`config.mk`:
```
export PLATFORM = sky130hd
export DESIGN_NAME = keyed_deque_sorted_table
export DESIGN_NICKNAME = d
export VERILOG_FILES = /design/src/rtl/core/kdst_pkg.sv /design/src/rtl/core/kdst_dp.sv /design/src/rtl/core/kdst_ctrl.sv /design/src/rtl/core/keyed_deque_sorted_table.sv
export SDC_FILE = /design/constraint.sdc
export NUM_CORES = 2
export LEC_CHECK = 0
export BUFFER_PORTS_ARGS = -buffer_cell sky130_fd_sc_hd__buf_4
export CAP_MARGIN = 15
export CORE_MARGIN = 4
export CORE_UTILIZATION = 62
export DETAILED_ROUTE_END_ITERATION = 10
export PLACE_DENSITY_LB_ADDON = 0.12
export SYNTH_ARGS = -nofsm -noshare
export SYNTH_HDL_FRONTEND = slang
export SYNTH_SLANG_ARGS = --single-unit
```
`constraint.sdc`:
```
create_clock -name clk -period 8.65 [get_ports clk]
set_clock_uncertainty 0.1 [all_clocks]
set_input_delay 1.2975 -clock clk [delete_from_list [all_inputs] [get_ports clk]]
set_output_delay 1.2975 -clock clk [all_outputs]
set_load 0.02 [all_outputs]
```
`src/rtl/core/kdst_pkg.sv`:
```
`timescale 1ns / 1ps
// ----------------------------------------------------------------------------
// kdst_pkg
// Shared sizes, operation and status codes, and the command and status
// structs that join the keyed deque controller to its datapath.
// ----------------------------------------------------------------------------
package kdst_pkg;

    localparam int DEPTH   = 16;
    localparam int IDX_W   = (DEPTH > 1) ? $clog2(DEPTH) : 1;
    localparam int CNT_W   = $clog2(DEPTH + 1);
    localparam int FUNC_W  = 3;
    localparam int STAT_W  = 3;
    localparam int COUNT_W = 5;
    localparam int RIDX_W  = 4;
    localparam int DATA_W  = 32;

    localparam logic [FUNC_W-1:0] F_PUSH_FRONT  = 3'd0;
    localparam logic [FUNC_W-1:0] F_PUSH_BACK   = 3'd1;
    localparam logic [FUNC_W-1:0] F_POP_FRONT   = 3'd2;
    localparam logic [FUNC_W-1:0] F_POP_BACK    = 3'd3;
    localparam logic [FUNC_W-1:0] F_ERASE       = 3'd4;
    localparam logic [FUNC_W-1:0] F_INSERT      = 3'd5;
    localparam logic [FUNC_W-1:0] F_SORT        = 3'd6;
    localparam logic [FUNC_W-1:0] F_READ        = 3'd7;

    localparam logic [STAT_W-1:0] ST_OK    = 3'd0;
    localparam logic [STAT_W-1:0] ST_FULL  = 3'd1;
    localparam logic [STAT_W-1:0] ST_EMPTY = 3'd2;
    localparam logic [STAT_W-1:0] ST_NOKEY = 3'd3;
    localparam logic [STAT_W-1:0] ST_RANGE = 3'd4;

    typedef enum logic [3:0] {
        OP_IDLE,
        OP_START,
        OP_PTR_LIM,
        OP_RD_PTR,
        OP_RD_PTR_M1,
        OP_RD_PTR_P1,
        OP_RD_I,
        OP_RD_IDX,
        OP_SCAN_NEXT,
        OP_SR_INIT,
        OP_MOVE_DN,
        OP_MOVE_UP,
        OP_PUT,
        OP_SORT_LOAD,
        OP_SORT_NEXT,
        OP_FINISH
    } dp_op_t;

    typedef struct packed {
        dp_op_t              op;
        logic [STAT_W-1:0]   status;
        logic                cnt_inc;
        logic                cnt_dec;
        logic                give_read;
    } dp_cmd_t;

    typedef struct packed {
        logic [FUNC_W-1:0]   func;
        logic                full;
        logic                empty;
        logic                idx_ok;
        logic                ptr_eq_lim;
        logic                ptr_eq_pos;
        logic                ptr_last;
        logic                hit;
        logic                sort_end;
        logic                out_free;
    } dp_stat_t;

endpackage

```
`src/rtl/core/kdst_dp.sv`:
```
`timescale 1ns / 1ps
// ----------------------------------------------------------------------------
// kdst_dp
// Datapath: key/value memory with one read and one write port, entry count,
// walk pointers, the staged entry and the output word register.
// ----------------------------------------------------------------------------
module kdst_dp
(
    input  logic                                clk,
    input  logic                                rst_n,
    input  kdst_pkg::dp_cmd_t                   cmd,
    output kdst_pkg::dp_stat_t                  stat,
    input  logic [kdst_pkg::FUNC_W-1:0]         func,
    input  logic signed [kdst_pkg::DATA_W-1:0]  key_in,
    input  logic signed [kdst_pkg::DATA_W-1:0]  value_in,
    input  logic [kdst_pkg::RIDX_W-1:0]         read_index,
    output logic                                out_valid,
    input  logic                                out_ready,
    output logic [kdst_pkg::STAT_W-1:0]         status,
    output logic [kdst_pkg::COUNT_W-1:0]        count,
    output logic signed [kdst_pkg::DATA_W-1:0]  read_key,
    output logic signed [kdst_pkg::DATA_W-1:0]  read_value
);
    import kdst_pkg::*;

    logic [DATA_W-1:0] key_mem [DEPTH];
    logic [DATA_W-1:0] val_mem [DEPTH];

    logic [DATA_W-1:0] rd_key_reg;
    logic [DATA_W-1:0] rd_val_reg;
    logic [DATA_W-1:0] tmp_key_reg;
    logic [DATA_W-1:0] tmp_val_reg;
    logic [FUNC_W-1:0] func_reg;
    logic [RIDX_W-1:0] idx_reg;
    logic [CNT_W-1:0]  cnt_reg;
    logic [CNT_W-1:0]  cnt_next;
    logic [CNT_W-1:0]  ptr_reg;
    logic [CNT_W-1:0]  lim_reg;
    logic [CNT_W-1:0]  pos_reg;
    logic [CNT_W-1:0]  i_reg;
    logic              out_valid_reg;
    logic [STAT_W-1:0] status_reg;
    logic [COUNT_W-1:0] count_reg;
    logic [DATA_W-1:0] read_key_reg;
    logic [DATA_W-1:0] read_val_reg;

    logic              we;
    logic              re;
    logic [IDX_W-1:0]  waddr;
    logic [IDX_W-1:0]  raddr;
    logic [DATA_W-1:0] wkey;
    logic [DATA_W-1:0] wval;
    logic [CNT_W:0]    ptr_p1;

    assign ptr_p1 = {1'b0, ptr_reg} + (CNT_W + 1)'(1);

    always_comb
    begin
        we    = 1'b0;
        re    = 1'b0;
        waddr = ptr_reg[IDX_W-1:0];
        raddr = ptr_reg[IDX_W-1:0];
        wkey  = rd_key_reg;
        wval  = rd_val_reg;
        unique case (cmd.op)
            OP_RD_PTR:
            begin
                re = 1'b1;
            end
            OP_RD_PTR_M1:
            begin
                re    = 1'b1;
                raddr = IDX_W'(ptr_reg - CNT_W'(1));
            end
            OP_RD_PTR_P1:
            begin
                re    = 1'b1;
                raddr = IDX_W'(ptr_p1);
            end
            OP_RD_I:
            begin
                re    = 1'b1;
                raddr = i_reg[IDX_W-1:0];
            end
            OP_RD_IDX:
            begin
                re    = 1'b1;
                raddr = IDX_W'(idx_reg);
            end
            OP_MOVE_DN, OP_MOVE_UP:
            begin
                we = 1'b1;
            end
            OP_PUT:
            begin
                we    = 1'b1;
                waddr = pos_reg[IDX_W-1:0];
                wkey  = tmp_key_reg;
                wval  = tmp_val_reg;
            end
            default:
            begin
                we = 1'b0;
            end
        endcase
    end

    always_ff @(posedge clk)
    begin
        if (we)
        begin
            key_mem[waddr] <= wkey;
            val_mem[waddr] <= wval;
        end
        if (re)
        begin
            rd_key_reg <= key_mem[raddr];
            rd_val_reg <= val_mem[raddr];
        end
    end

    // walk pointers and staged entry
    always_ff @(posedge clk)
    begin
        unique case (cmd.op)
            OP_START:
            begin
                func_reg    <= func;
                tmp_key_reg <= key_in;
                tmp_val_reg <= value_in;
                idx_reg     <= read_index;
                ptr_reg     <= '0;
                lim_reg     <= cnt_reg;
                i_reg       <= CNT_W'(1);
            end
            OP_PTR_LIM:
            begin
                ptr_reg <= lim_reg;
            end
            OP_SCAN_NEXT, OP_MOVE_UP:
            begin
                ptr_reg <= CNT_W'(ptr_p1);
            end
            OP_SR_INIT:
            begin
                pos_reg <= ptr_reg;
                ptr_reg <= lim_reg;
            end
            OP_MOVE_DN:
            begin
                ptr_reg <= ptr_reg - CNT_W'(1);
            end
            OP_SORT_LOAD:
            begin
                tmp_key_reg <= rd_key_reg;
                tmp_val_reg <= rd_val_reg;
                lim_reg     <= i_reg;
                ptr_reg     <= '0;
            end
            OP_SORT_NEXT:
            begin
                i_reg <= i_reg + CNT_W'(1);
            end
            default:
            begin
                ptr_reg <= ptr_reg;
            end
        endcase
    end

    always_comb
    begin
        cnt_next = cnt_reg;
        if (cmd.cnt_inc)
        begin
            cnt_next = cnt_reg + CNT_W'(1);
        end
        else if (cmd.cnt_dec)
        begin
            cnt_next = cnt_reg - CNT_W'(1);
        end
    end

    always_ff @(posedge clk or negedge rst_n)
    begin
        if (!rst_n)
        begin
            cnt_reg       <= '0;
            out_valid_reg <= 1'b0;
        end
        else if (cmd.op == OP_FINISH)
        begin
            cnt_reg       <= cnt_next;
            out_valid_reg <= 1'b1;
        end
        else if (out_ready)
        begin
            out_valid_reg <= 1'b0;
        end
    end

    always_ff @(posedge clk)
    begin
        if (cmd.op == OP_FINISH)
        begin
            status_reg   <= cmd.status;
            count_reg    <= COUNT_W'(cnt_next);
            read_key_reg <= cmd.give_read ? rd_key_reg : '0;
            read_val_reg <= cmd.give_read ? rd_val_reg : '0;
        end
    end

    assign stat.func       = func_reg;
    assign stat.full       = (cnt_reg == CNT_W'(DEPTH));
    assign stat.empty      = (cnt_reg == '0);
    assign stat.idx_ok     = (32'(idx_reg) < 32'(cnt_reg));
    assign stat.ptr_eq_lim = (ptr_reg == lim_reg);
    assign stat.ptr_eq_pos = (ptr_reg == pos_reg);
    assign stat.ptr_last   = (ptr_p1 >= {1'b0, lim_reg});
    assign stat.hit        = (func_reg == F_ERASE) ? (rd_key_reg == tmp_key_reg)
                           : !($signed(rd_key_reg) < $signed(tmp_key_reg));
    assign stat.sort_end   = (i_reg >= cnt_reg);
    assign stat.out_free   = !out_valid_reg || out_ready;

    assign out_valid  = out_valid_reg;
    assign status     = status_reg;
    assign count      = count_reg;
    assign read_key   = read_key_reg;
    assign read_value = read_val_reg;

endmodule

```
`src/rtl/core/kdst_ctrl.sv`:
```
`timescale 1ns / 1ps
// ----------------------------------------------------------------------------
// kdst_ctrl
// Controller: sequences scans, shifts, insertion sort passes and reads
// through the datapath, one operation at a time.
// ----------------------------------------------------------------------------
module kdst_ctrl
(
    input  logic                clk,
    input  logic                rst_n,
    input  logic                in_valid,
    output logic                in_ready,
    input  kdst_pkg::dp_stat_t  stat,
    output kdst_pkg::dp_cmd_t   cmd
);
    import kdst_pkg::*;

    localparam logic [3:0] S_IDLE      = 4'd0;
    localparam logic [3:0] S_DISPATCH  = 4'd1;
    localparam logic [3:0] S_SCAN      = 4'd2;
    localparam logic [3:0] S_SCAN_EV   = 4'd3;
    localparam logic [3:0] S_SR_INIT   = 4'd4;
    localparam logic [3:0] S_SR        = 4'd5;
    localparam logic [3:0] S_SR_MV     = 4'd6;
    localparam logic [3:0] S_SL        = 4'd7;
    localparam logic [3:0] S_SL_MV     = 4'd8;
    localparam logic [3:0] S_SORT_CHK  = 4'd9;
    localparam logic [3:0] S_SORT_LD   = 4'd10;
    localparam logic [3:0] S_SORT_NEXT = 4'd11;
    localparam logic [3:0] S_RD_WAIT   = 4'd12;
    localparam logic [3:0] S_DONE      = 4'd13;

    logic [3:0]        state_reg;
    logic [3:0]        state_next;
    logic [STAT_W-1:0] st_reg;
    logic [STAT_W-1:0] st_next;
    logic              inc_reg;
    logic              inc_next;
    logic              dec_reg;
    logic              dec_next;
    logic              rdres_reg;
    logic              rdres_next;
    logic              is_sort;

    assign is_sort  = (stat.func == F_SORT);
    assign in_ready = (state_reg == S_IDLE);

    always_comb
    begin
        state_next    = state_reg;
        st_next       = st_reg;
        inc_next      = inc_reg;
        dec_next      = dec_reg;
        rdres_next    = rdres_reg;
        cmd.op        = OP_IDLE;
        cmd.status    = st_reg;
        cmd.cnt_inc   = 1'b0;
        cmd.cnt_dec   = 1'b0;
        cmd.give_read = 1'b0;
        unique case (state_reg)
            S_IDLE:
            begin
                if (in_valid)
                begin
                    cmd.op     = OP_START;
                    state_next = S_DISPATCH;
                end
            end
            S_DISPATCH:
            begin
                st_next    = ST_OK;
                inc_next   = 1'b0;
                dec_next   = 1'b0;
                rdres_next = 1'b0;
                unique case (stat.func)
                    F_PUSH_FRONT:
                    begin
                        if (stat.full)
                        begin
                            st_next    = ST_FULL;
                            state_next = S_DONE;
                        end
                        else
                        begin
                            inc_next   = 1'b1;
                            state_next = S_SR_INIT;
                        end
                    end
                    F_PUSH_BACK:
                    begin
                        if (stat.full)
                        begin
                            st_next    = ST_FULL;
                            state_next = S_DONE;
                        end
                        else
                        begin
                            cmd.op     = OP_PTR_LIM;
                            inc_next   = 1'b1;
                            state_next = S_SR_INIT;
                        end
                    end
                    F_INSERT:
                    begin
                        if (stat.full)
                        begin
                            st_next    = ST_FULL;
                            state_next = S_DONE;
                        end
                        else
                        begin
                            inc_next   = 1'b1;
                            state_next = S_SCAN;
                        end
                    end
                    F_POP_FRONT:
                    begin
                        if (stat.empty)
                        begin
                            st_next    = ST_EMPTY;
                            state_next = S_DONE;
                        end
                        else
                        begin
                            dec_next   = 1'b1;
                            state_next = S_SL;
                        end
                    end
                    F_POP_BACK:
                    begin
                        if (stat.empty)
                        begin
                            st_next = ST_EMPTY;
                        end
                        else
                        begin
                            dec_next = 1'b1;
                        end
                        state_next = S_DONE;
                    end
                    F_ERASE:
                    begin
                        state_next = S_SCAN;
                    end
                    F_SORT:
                    begin
                        state_next = S_SORT_CHK;
                    end
                    F_READ:
                    begin
                        if (stat.idx_ok)
                        begin
                            cmd.op     = OP_RD_IDX;
                            rdres_next = 1'b1;
                            state_next = S_RD_WAIT;
                        end
                        else
                        begin
                            st_next    = ST_RANGE;
                            state_next = S_DONE;
                        end
                    end
                    default:
                    begin
                        state_next = S_DONE;
                    end
                endcase
            end
            S_SCAN:
            begin
                if (stat.ptr_eq_lim)
                begin
                    if (stat.func == F_ERASE)
                    begin
                        st_next    = ST_NOKEY;
                        state_next = S_DONE;
                    end
                    else
                    begin
                        state_next = S_SR_INIT;
                    end
                end
                else
                begin
                    cmd.op     = OP_RD_PTR;
                    state_next = S_SCAN_EV;
                end
            end
            S_SCAN_EV:
            begin
                if (stat.hit)
                begin
                    if (stat.func == F_ERASE)
                    begin
                        dec_next   = 1'b1;
                        state_next = S_SL;
                    end
                    else
                    begin
                        state_next = S_SR_INIT;
                    end
                end
                else
                begin
                    cmd.op     = OP_SCAN_NEXT;
                    state_next = S_SCAN;
                end
            end
            S_SR_INIT:
            begin
                cmd.op     = OP_SR_INIT;
                state_next = S_SR;
            end
            S_SR:
            begin
                if (stat.ptr_eq_pos)
                begin
                    cmd.op     = OP_PUT;
                    state_next = is_sort ? S_SORT_NEXT : S_DONE;
                end
                else
                begin
                    cmd.op     = OP_RD_PTR_M1;
                    state_next = S_SR_MV;
                end
            end
            S_SR_MV:
            begin
                cmd.op     = OP_MOVE_DN;
                state_next = S_SR;
            end
            S_SL:
            begin
                if (stat.ptr_last)
                begin
                    state_next = S_DONE;
                end
                else
                begin
                    cmd.op     = OP_RD_PTR_P1;
                    state_next = S_SL_MV;
                end
            end
            S_SL_MV:
            begin
                cmd.op     = OP_MOVE_UP;
                state_next = S_SL;
            end
            S_SORT_CHK:
            begin
                if (stat.sort_end)
                begin
                    state_next = S_DONE;
                end
                else
                begin
                    cmd.op     = OP_RD_I;
                    state_next = S_SORT_LD;
                end
            end
            S_SORT_LD:
            begin
                cmd.op     = OP_SORT_LOAD;
                state_next = S_SCAN;
            end
            S_SORT_NEXT:
            begin
                cmd.op     = OP_SORT_NEXT;
                state_next = S_SORT_CHK;
            end
            S_RD_WAIT:
            begin
                state_next = S_DONE;
            end
            S_DONE:
            begin
                if (stat.out_free)
                begin
                    cmd.op        = OP_FINISH;
                    cmd.cnt_inc   = inc_reg;
                    cmd.cnt_dec   = dec_reg;
                    cmd.give_read = rdres_reg;
                    state_next    = S_IDLE;
                end
            end
            default:
            begin
                state_next = S_IDLE;
            end
        endcase
    end

    always_ff @(posedge clk or negedge rst_n)
    begin
        if (!rst_n)
        begin
            state_reg <= S_IDLE;
            st_reg    <= ST_OK;
            inc_reg   <= 1'b0;
            dec_reg   <= 1'b0;
            rdres_reg <= 1'b0;
        end
        else
        begin
            state_reg <= state_next;
            st_reg    <= st_next;
            inc_reg   <= inc_next;
            dec_reg   <= dec_next;
            rdres_reg <= rdres_next;
        end
    end

endmodule

```
`src/rtl/core/keyed_deque_sorted_table.sv`:
```
`timescale 1ns / 1ps
// ----------------------------------------------------------------------------
// keyed_deque_sorted_table
// Packed table of up to DEPTH key/value entries with deque, erase, sorted
// insert, insertion sort and indexed read.
//
// Input word (func, key_in, value_in, read_index) is taken on in_valid and
// in_ready; one result word (status, count, read_key, read_value) follows on
// out_valid and out_ready. One operation runs at a time; in_ready is high
// only while the controller is idle.
// Push front, pop front, erase and sorted insert walk the held entries:
// each scan step reads one entry and then compares its key, and each
// entry move is a read on the single read port followed by a write on the
// single write port of the entry memory. A sort runs one insertion
// pass per entry after the first, each a scan and shift over the
// entries before it.
// The result sits in an output register; a new word is accepted while it
// waits, and the next result holds until out_ready frees that register.
// Reset empties the table; entry contents are left as they are.
// ----------------------------------------------------------------------------
module keyed_deque_sorted_table
(
    input  logic                                clk,
    input  logic                                rst_n,
    input  logic                                in_valid,
    output logic                                in_ready,
    input  logic [kdst_pkg::FUNC_W-1:0]         func,
    input  logic signed [kdst_pkg::DATA_W-1:0]  key_in,
    input  logic signed [kdst_pkg::DATA_W-1:0]  value_in,
    input  logic [kdst_pkg::RIDX_W-1:0]         read_index,
    output logic                                out_valid,
    input  logic                                out_ready,
    output logic [kdst_pkg::STAT_W-1:0]         status,
    output logic [kdst_pkg::COUNT_W-1:0]        count,
    output logic signed [kdst_pkg::DATA_W-1:0]  read_key,
    output logic signed [kdst_pkg::DATA_W-1:0]  read_value
);
    import kdst_pkg::*;

    dp_cmd_t  cmd;
    dp_stat_t stat;

    kdst_ctrl u_ctrl
    (
        .clk      (clk),
        .rst_n    (rst_n),
        .in_valid (in_valid),
        .in_ready (in_ready),
        .stat     (stat),
        .cmd      (cmd)
    );

    kdst_dp u_dp
    (
        .clk        (clk),
        .rst_n      (rst_n),
        .cmd        (cmd),
        .stat       (stat),
        .func       (func),
        .key_in     (key_in),
        .value_in   (value_in),
        .read_index (read_index),
        .out_valid  (out_valid),
        .out_ready  (out_ready),
        .status     (status),
        .count      (count),
        .read_key   (read_key),
        .read_value (read_value)
    );

endmodule
```
==> flow_summary.json <==
{
  "r2r_start": "u_dp.ptr_reg[1]",
  "top_regs": "u_dp.key_mem (512), u_dp.val_mem (512)",
  "cts-buffers-inserted": 131,
  "synth_top_area_share_pct": 72.7,
  "crit_path_end_kind": "flip-flop",
  "dp_cells": 4852,
  "netlist_instances": 3776,
  "p_sw_mw": 10.1,
  "maximum_number_of_pins_on_one_net_before_global_route_repair": 200,
  "startpoint_type": "flip-flop",
  "p_per_area_mw_per_mm2": 427,
  "dieWidth_um": 297,
  "post_synth_main_area_contributors": "sky130_fd_sc_hd__edfxtp_1 (73%), sky130_fd_sc_hd__nand2_1 (6.8%), sky130_fd_sc_hd__mux2i_1 (3.2%)",
  "dr.pass1.iters": 5,
  "yosysUniqueCellTypes": 70,
  "wire_per_inst_um": 26.7,
  "syn2layout_area_growth_pct": 12.8,
  "area_occupied_by_multi_input_gates_mm2": 0.0127,
  "final.fill_count": 5394,
  "area.sequential_mm2": 0.0380,
  "fmax_ghz": 0.166,
  "worstHoldPathType": "in -> async",
  "synth_edf_count": 1251,
  "detailedPlacementHpwl_mm": 69.4,
  "netSwitchingFraction_pct": 40.7,
  "std_cell_rows": 105,
  "antenna_violations_before_repair": 3,
  "synthFlopType": "sky130_fd_sc_hd__edfxtp_1",
  "worst_slew_margin_rel_pct": 20.8,
  "final_min_period_over_clock_period_pct": 69.6,
  "ctsLongestPathBuffers": 3,
  "via_count_of_the_first_global_routing_pass": 32500,
  "syn_nets": 3901,
  "path_clk_slew_ns": 0.06,
  "yosysWarnings": 0,
  "static-leakage-power_nw": 21.1,
  "power_report.internal_total_mw": 14.8,
  "setup_tns_after_final_layout_ns": 0,
  "final_layout_size_suffix_gt1_share_pct": 12.4,
  "ios": 149,
  "critPathArrivalTime_ns": 6.37,
  "reg2reg_slack_ns": 2.63,
  "slew_viol_final": 0,
  "postCtsSetupBuffers": 0,
  "worst_r2r_endpoint": "u_dp.rd_val_reg[1]",
  "path_class": "reg -> reg",
  "grt_remaining_overflow": 0,
  "vias_per_cell": 6.48,
  "fp.dieArea_mm2": 0.0881,
  "route.vias.total": 33000,
  "die_h_um": 297,
  "post-route-min-period_ns": 6.02,
  "rr_worst_depth": 14,
  "finish.net_count": 4040,
  "ys_seq_area_share_pct": 73.4,
  "drv.max_cap_violation_count": 0,
  "routed_wire_length_mm": 136,
  "clock_tree_from_tritoncts": "built",
  "grt_first_pass_wirelength_mm": 201,
  "ys_seq_elements": 1267,
  "design.core.area_mm2": 0.0824,
  "comb_power_share_pct": 42.3,
  "clkLatencyLatePin_ns": 0.73,
  "post_cts_sizing_count": 0,
  "detail_route.iter0.violations": 4540,
  "ys_async_sr_fraction_pct": 1.26,
  "antenna_violating_nets_post_route": 0,
  "synth_area_per_cell_um2": 13.7,
  "synth_area_leader": "sky130_fd_sc_hd__edfxtp_1",
  "post-route-drc-count": 0,
  "initial_utilization_pct": 62.8,
  "vdd_drop_max_uv": 833,
  "status": "completed",
  "grtUsageTotal_pct": 30.4,
  "clock_power_share_pct": 22.0,
  "cts-htree-levels": 4,
  "final-hold-violation-count": 0,
  "synth_area_mm2": 0.0517,
  "worst_slew_pin_slew_ns": 1.19,
  "cts_root_buf": "sky130_fd_sc_hd__clkbuf_16",
  "unrepaired_setup_endpoints_after_global_routing": "false",
  "buffer_ports.inserted": 148,
  "clock-sinks": 1267,
  "critical_path_required_ns": 8.99,
  "crit_path_max_fanout": 54,
  "finalWeightedCongestion": 0.881,
  "final_cell_count_no_fill": 5089,
  "setup_violating_endpoint_count_in_the_final_report": 0,
  "hold_buffers": 0,
  "power_frac_seq_pct": 35.6
}
==> cells by family after synthesis <==
group | share of synthesized area, %
AOI/OAI and AO/OA | 7.57
xor gates and xnor gates | 0.474
adders and majority gates | 1.21
buffers and inverters | 2.41
DFF | 73.4
muxes | 3.92
and+or+nand+nor | 11.0
==> worst max-delay path by stage <==
| stage | start | endpoint | slack [ns] | cells past startpoint |
|---|---|---|---|---|
| final | u_dp.ptr_reg[1] | u_dp.rd_val_reg[1] | 2.63 | 14 |
| after CTS | u_dp.ptr_reg[1] | u_dp.rd_val_reg[9] | 2.74 | 14 |
| after detailed placement | out_ready | u_dp.rd_val_reg[16] | 2.62 | 13 |
| after floorplan | u_dp.ptr_reg[2] | u_dp.key_mem[8][0] | 2.04 | 7 |
| after global placement | out_ready | u_dp.rd_val_reg[16] | 2.87 | 13 |
| after global routing | u_dp.ptr_reg[1] | u_dp.rd_val_reg[11] | 2.26 | 14 |
==> final cells by class <==
type | count | area share (%)
Antenna cell | 2 | 0.00858
Timing Repair Buffer | 237 | 3.31
Clock inverter | 70 | 1.13
Multi-Input combinational cell | 2223 | 21.8
Clock buffer | 165 | 6.02
Tap cell | 1070 | 2.30
Sequential cell | 1267 | 65.1
Inverter | 55 | 0.363
==> placed cells by master (no fill, tap or decap), types with 10 or more instances in the layout <==
cell type                   count
sky130_fd_sc_hd__mux2_2        34
sky130_fd_sc_hd__buf_12        12
sky130_fd_sc_hd__a31oi_1       95
sky130_fd_sc_hd__xor2_1        13
sky130_fd_sc_hd__nand3_1      153
sky130_fd_sc_hd__mux2i_1      164
sky130_fd_sc_hd__nor2b_1       11
sky130_fd_sc_hd__clkbuf_1      29
sky130_fd_sc_hd__nor2_4        12
sky130_fd_sc_hd__clkinv_1      26
sky130_fd_sc_hd__xnor2_1       15
sky130_fd_sc_hd__inv_1         53
sky130_fd_sc_hd__nor2_1        29
sky130_fd_sc_hd__bufinv_16     10
sky130_fd_sc_hd__a21o_1        57
sky130_fd_sc_hd__edfxtp_1    1251
sky130_fd_sc_hd__a221oi_1      24
sky130_fd_sc_hd__dfrtp_1       15
sky130_fd_sc_hd__o22ai_1       43
sky130_fd_sc_hd__and3_1        70
sky130_fd_sc_hd__nor3_1        59
sky130_fd_sc_hd__ha_1          50
sky130_fd_sc_hd__nand4_1       30
sky130_fd_sc_hd__a21oi_1      209
sky130_fd_sc_hd__buf_4        225
sky130_fd_sc_hd__o21ai_0       65
sky130_fd_sc_hd__nand2_1      928
sky130_fd_sc_hd__clkinv_2      20
sky130_fd_sc_hd__clkbuf_16    136
sky130_fd_sc_hd__o221ai_1      58
==> through the flow <==
stage | util (%) | power, mW | area (µm²) | setup slack [ns] | hold slack [ns]
6_report | 70.8 | 24.9 | 58300 | 2.63 | 0.340
3_3_place_gp | 65.7 | 18.9 | 54100 | 2.87 | 0.337
2_1_floorplan | - | 16.0 | 51700 | 2.04 | 0.320
5_1_grt | 70.8 | 26.1 | 58300 | 2.26 | 0.326
3_5_place_dp | 65.7 | 19.3 | 54200 | 2.62 | 0.337
4_1_cts | 70.8 | 24.8 | 58300 | 2.74 | 0.303
==> power by group through the flow <==
stage | combinational [mW] | clock, mW | sequential [mW]
after CTS | 10.4 | 5.53 | 8.86
after global routing | 11.4 | 5.81 | 8.91
after global placement | 9.98 | 0 | 8.96
after detailed placement | 10.3 | 0 | 8.97
after floorplan | 7.26 | 0 | 8.76
final | 10.5 | 5.49 | 8.88
==> per-layer routing <==
layer | vias to the layer above | global-route usage [%] | wire [µm] | part of all wire, %
li1 | 14400 | - | - | -
met1 | 16300 | 42.6 | 52800 | 39
met2 | 1937 | 49.0 | 64400 | 47
met3 | 342 | 5.46 | 14500 | 11
met4 | 0 | 10.6 | 4330 | 3.2
met5 | - | 0 | 0 | 0
==> critical path, stage by stage, from the launching register on <==
cell and delay, ns:
sky130_fd_sc_hd__edfxtp_1 0.88, sky130_fd_sc_hd__inv_1 0.24, sky130_fd_sc_hd__ha_1 0.47, sky130_fd_sc_hd__ha_1 0.27, sky130_fd_sc_hd__a2111oi_0 0.40, sky130_fd_sc_hd__o21a_1 0.34, sky130_fd_sc_hd__nand2_1 0.15, sky130_fd_sc_hd__a41o_1 0.48
sky130_fd_sc_hd__nor3_2 0.42, sky130_fd_sc_hd__o22a_4 0.51, sky130_fd_sc_hd__buf_4 0.69, sky130_fd_sc_hd__mux2i_1 0.26, sky130_fd_sc_hd__o221ai_1 0.13, sky130_fd_sc_hd__a31oi_1 0.25, sky130_fd_sc_hd__a31oi_1 0.07
==> Yosys cell counts (all sizes together), types with 13 or more instances <==
| cell | number |
|---|---|
| and3 | 71 |
| dfrtp | 16 |
| o22ai | 44 |
| a221oi | 24 |
| o221ai | 59 |
| mux2 | 34 |
| xnor2 | 15 |
| edfxtp | 1251 |
| nand3 | 154 |
| nand2 | 930 |
| nand4 | 30 |
| inv | 55 |
| nor2 | 44 |
| nor3 | 65 |
| a21oi | 210 |
| a21o | 57 |
| ha | 50 |
| a31oi | 97 |
| clkbuf | 132 |
| mux2i | 164 |
| xor2 | 13 |
| o21ai | 74 |
| buf | 99 |
No activity file was read; power rests on OpenSTA's default activity.
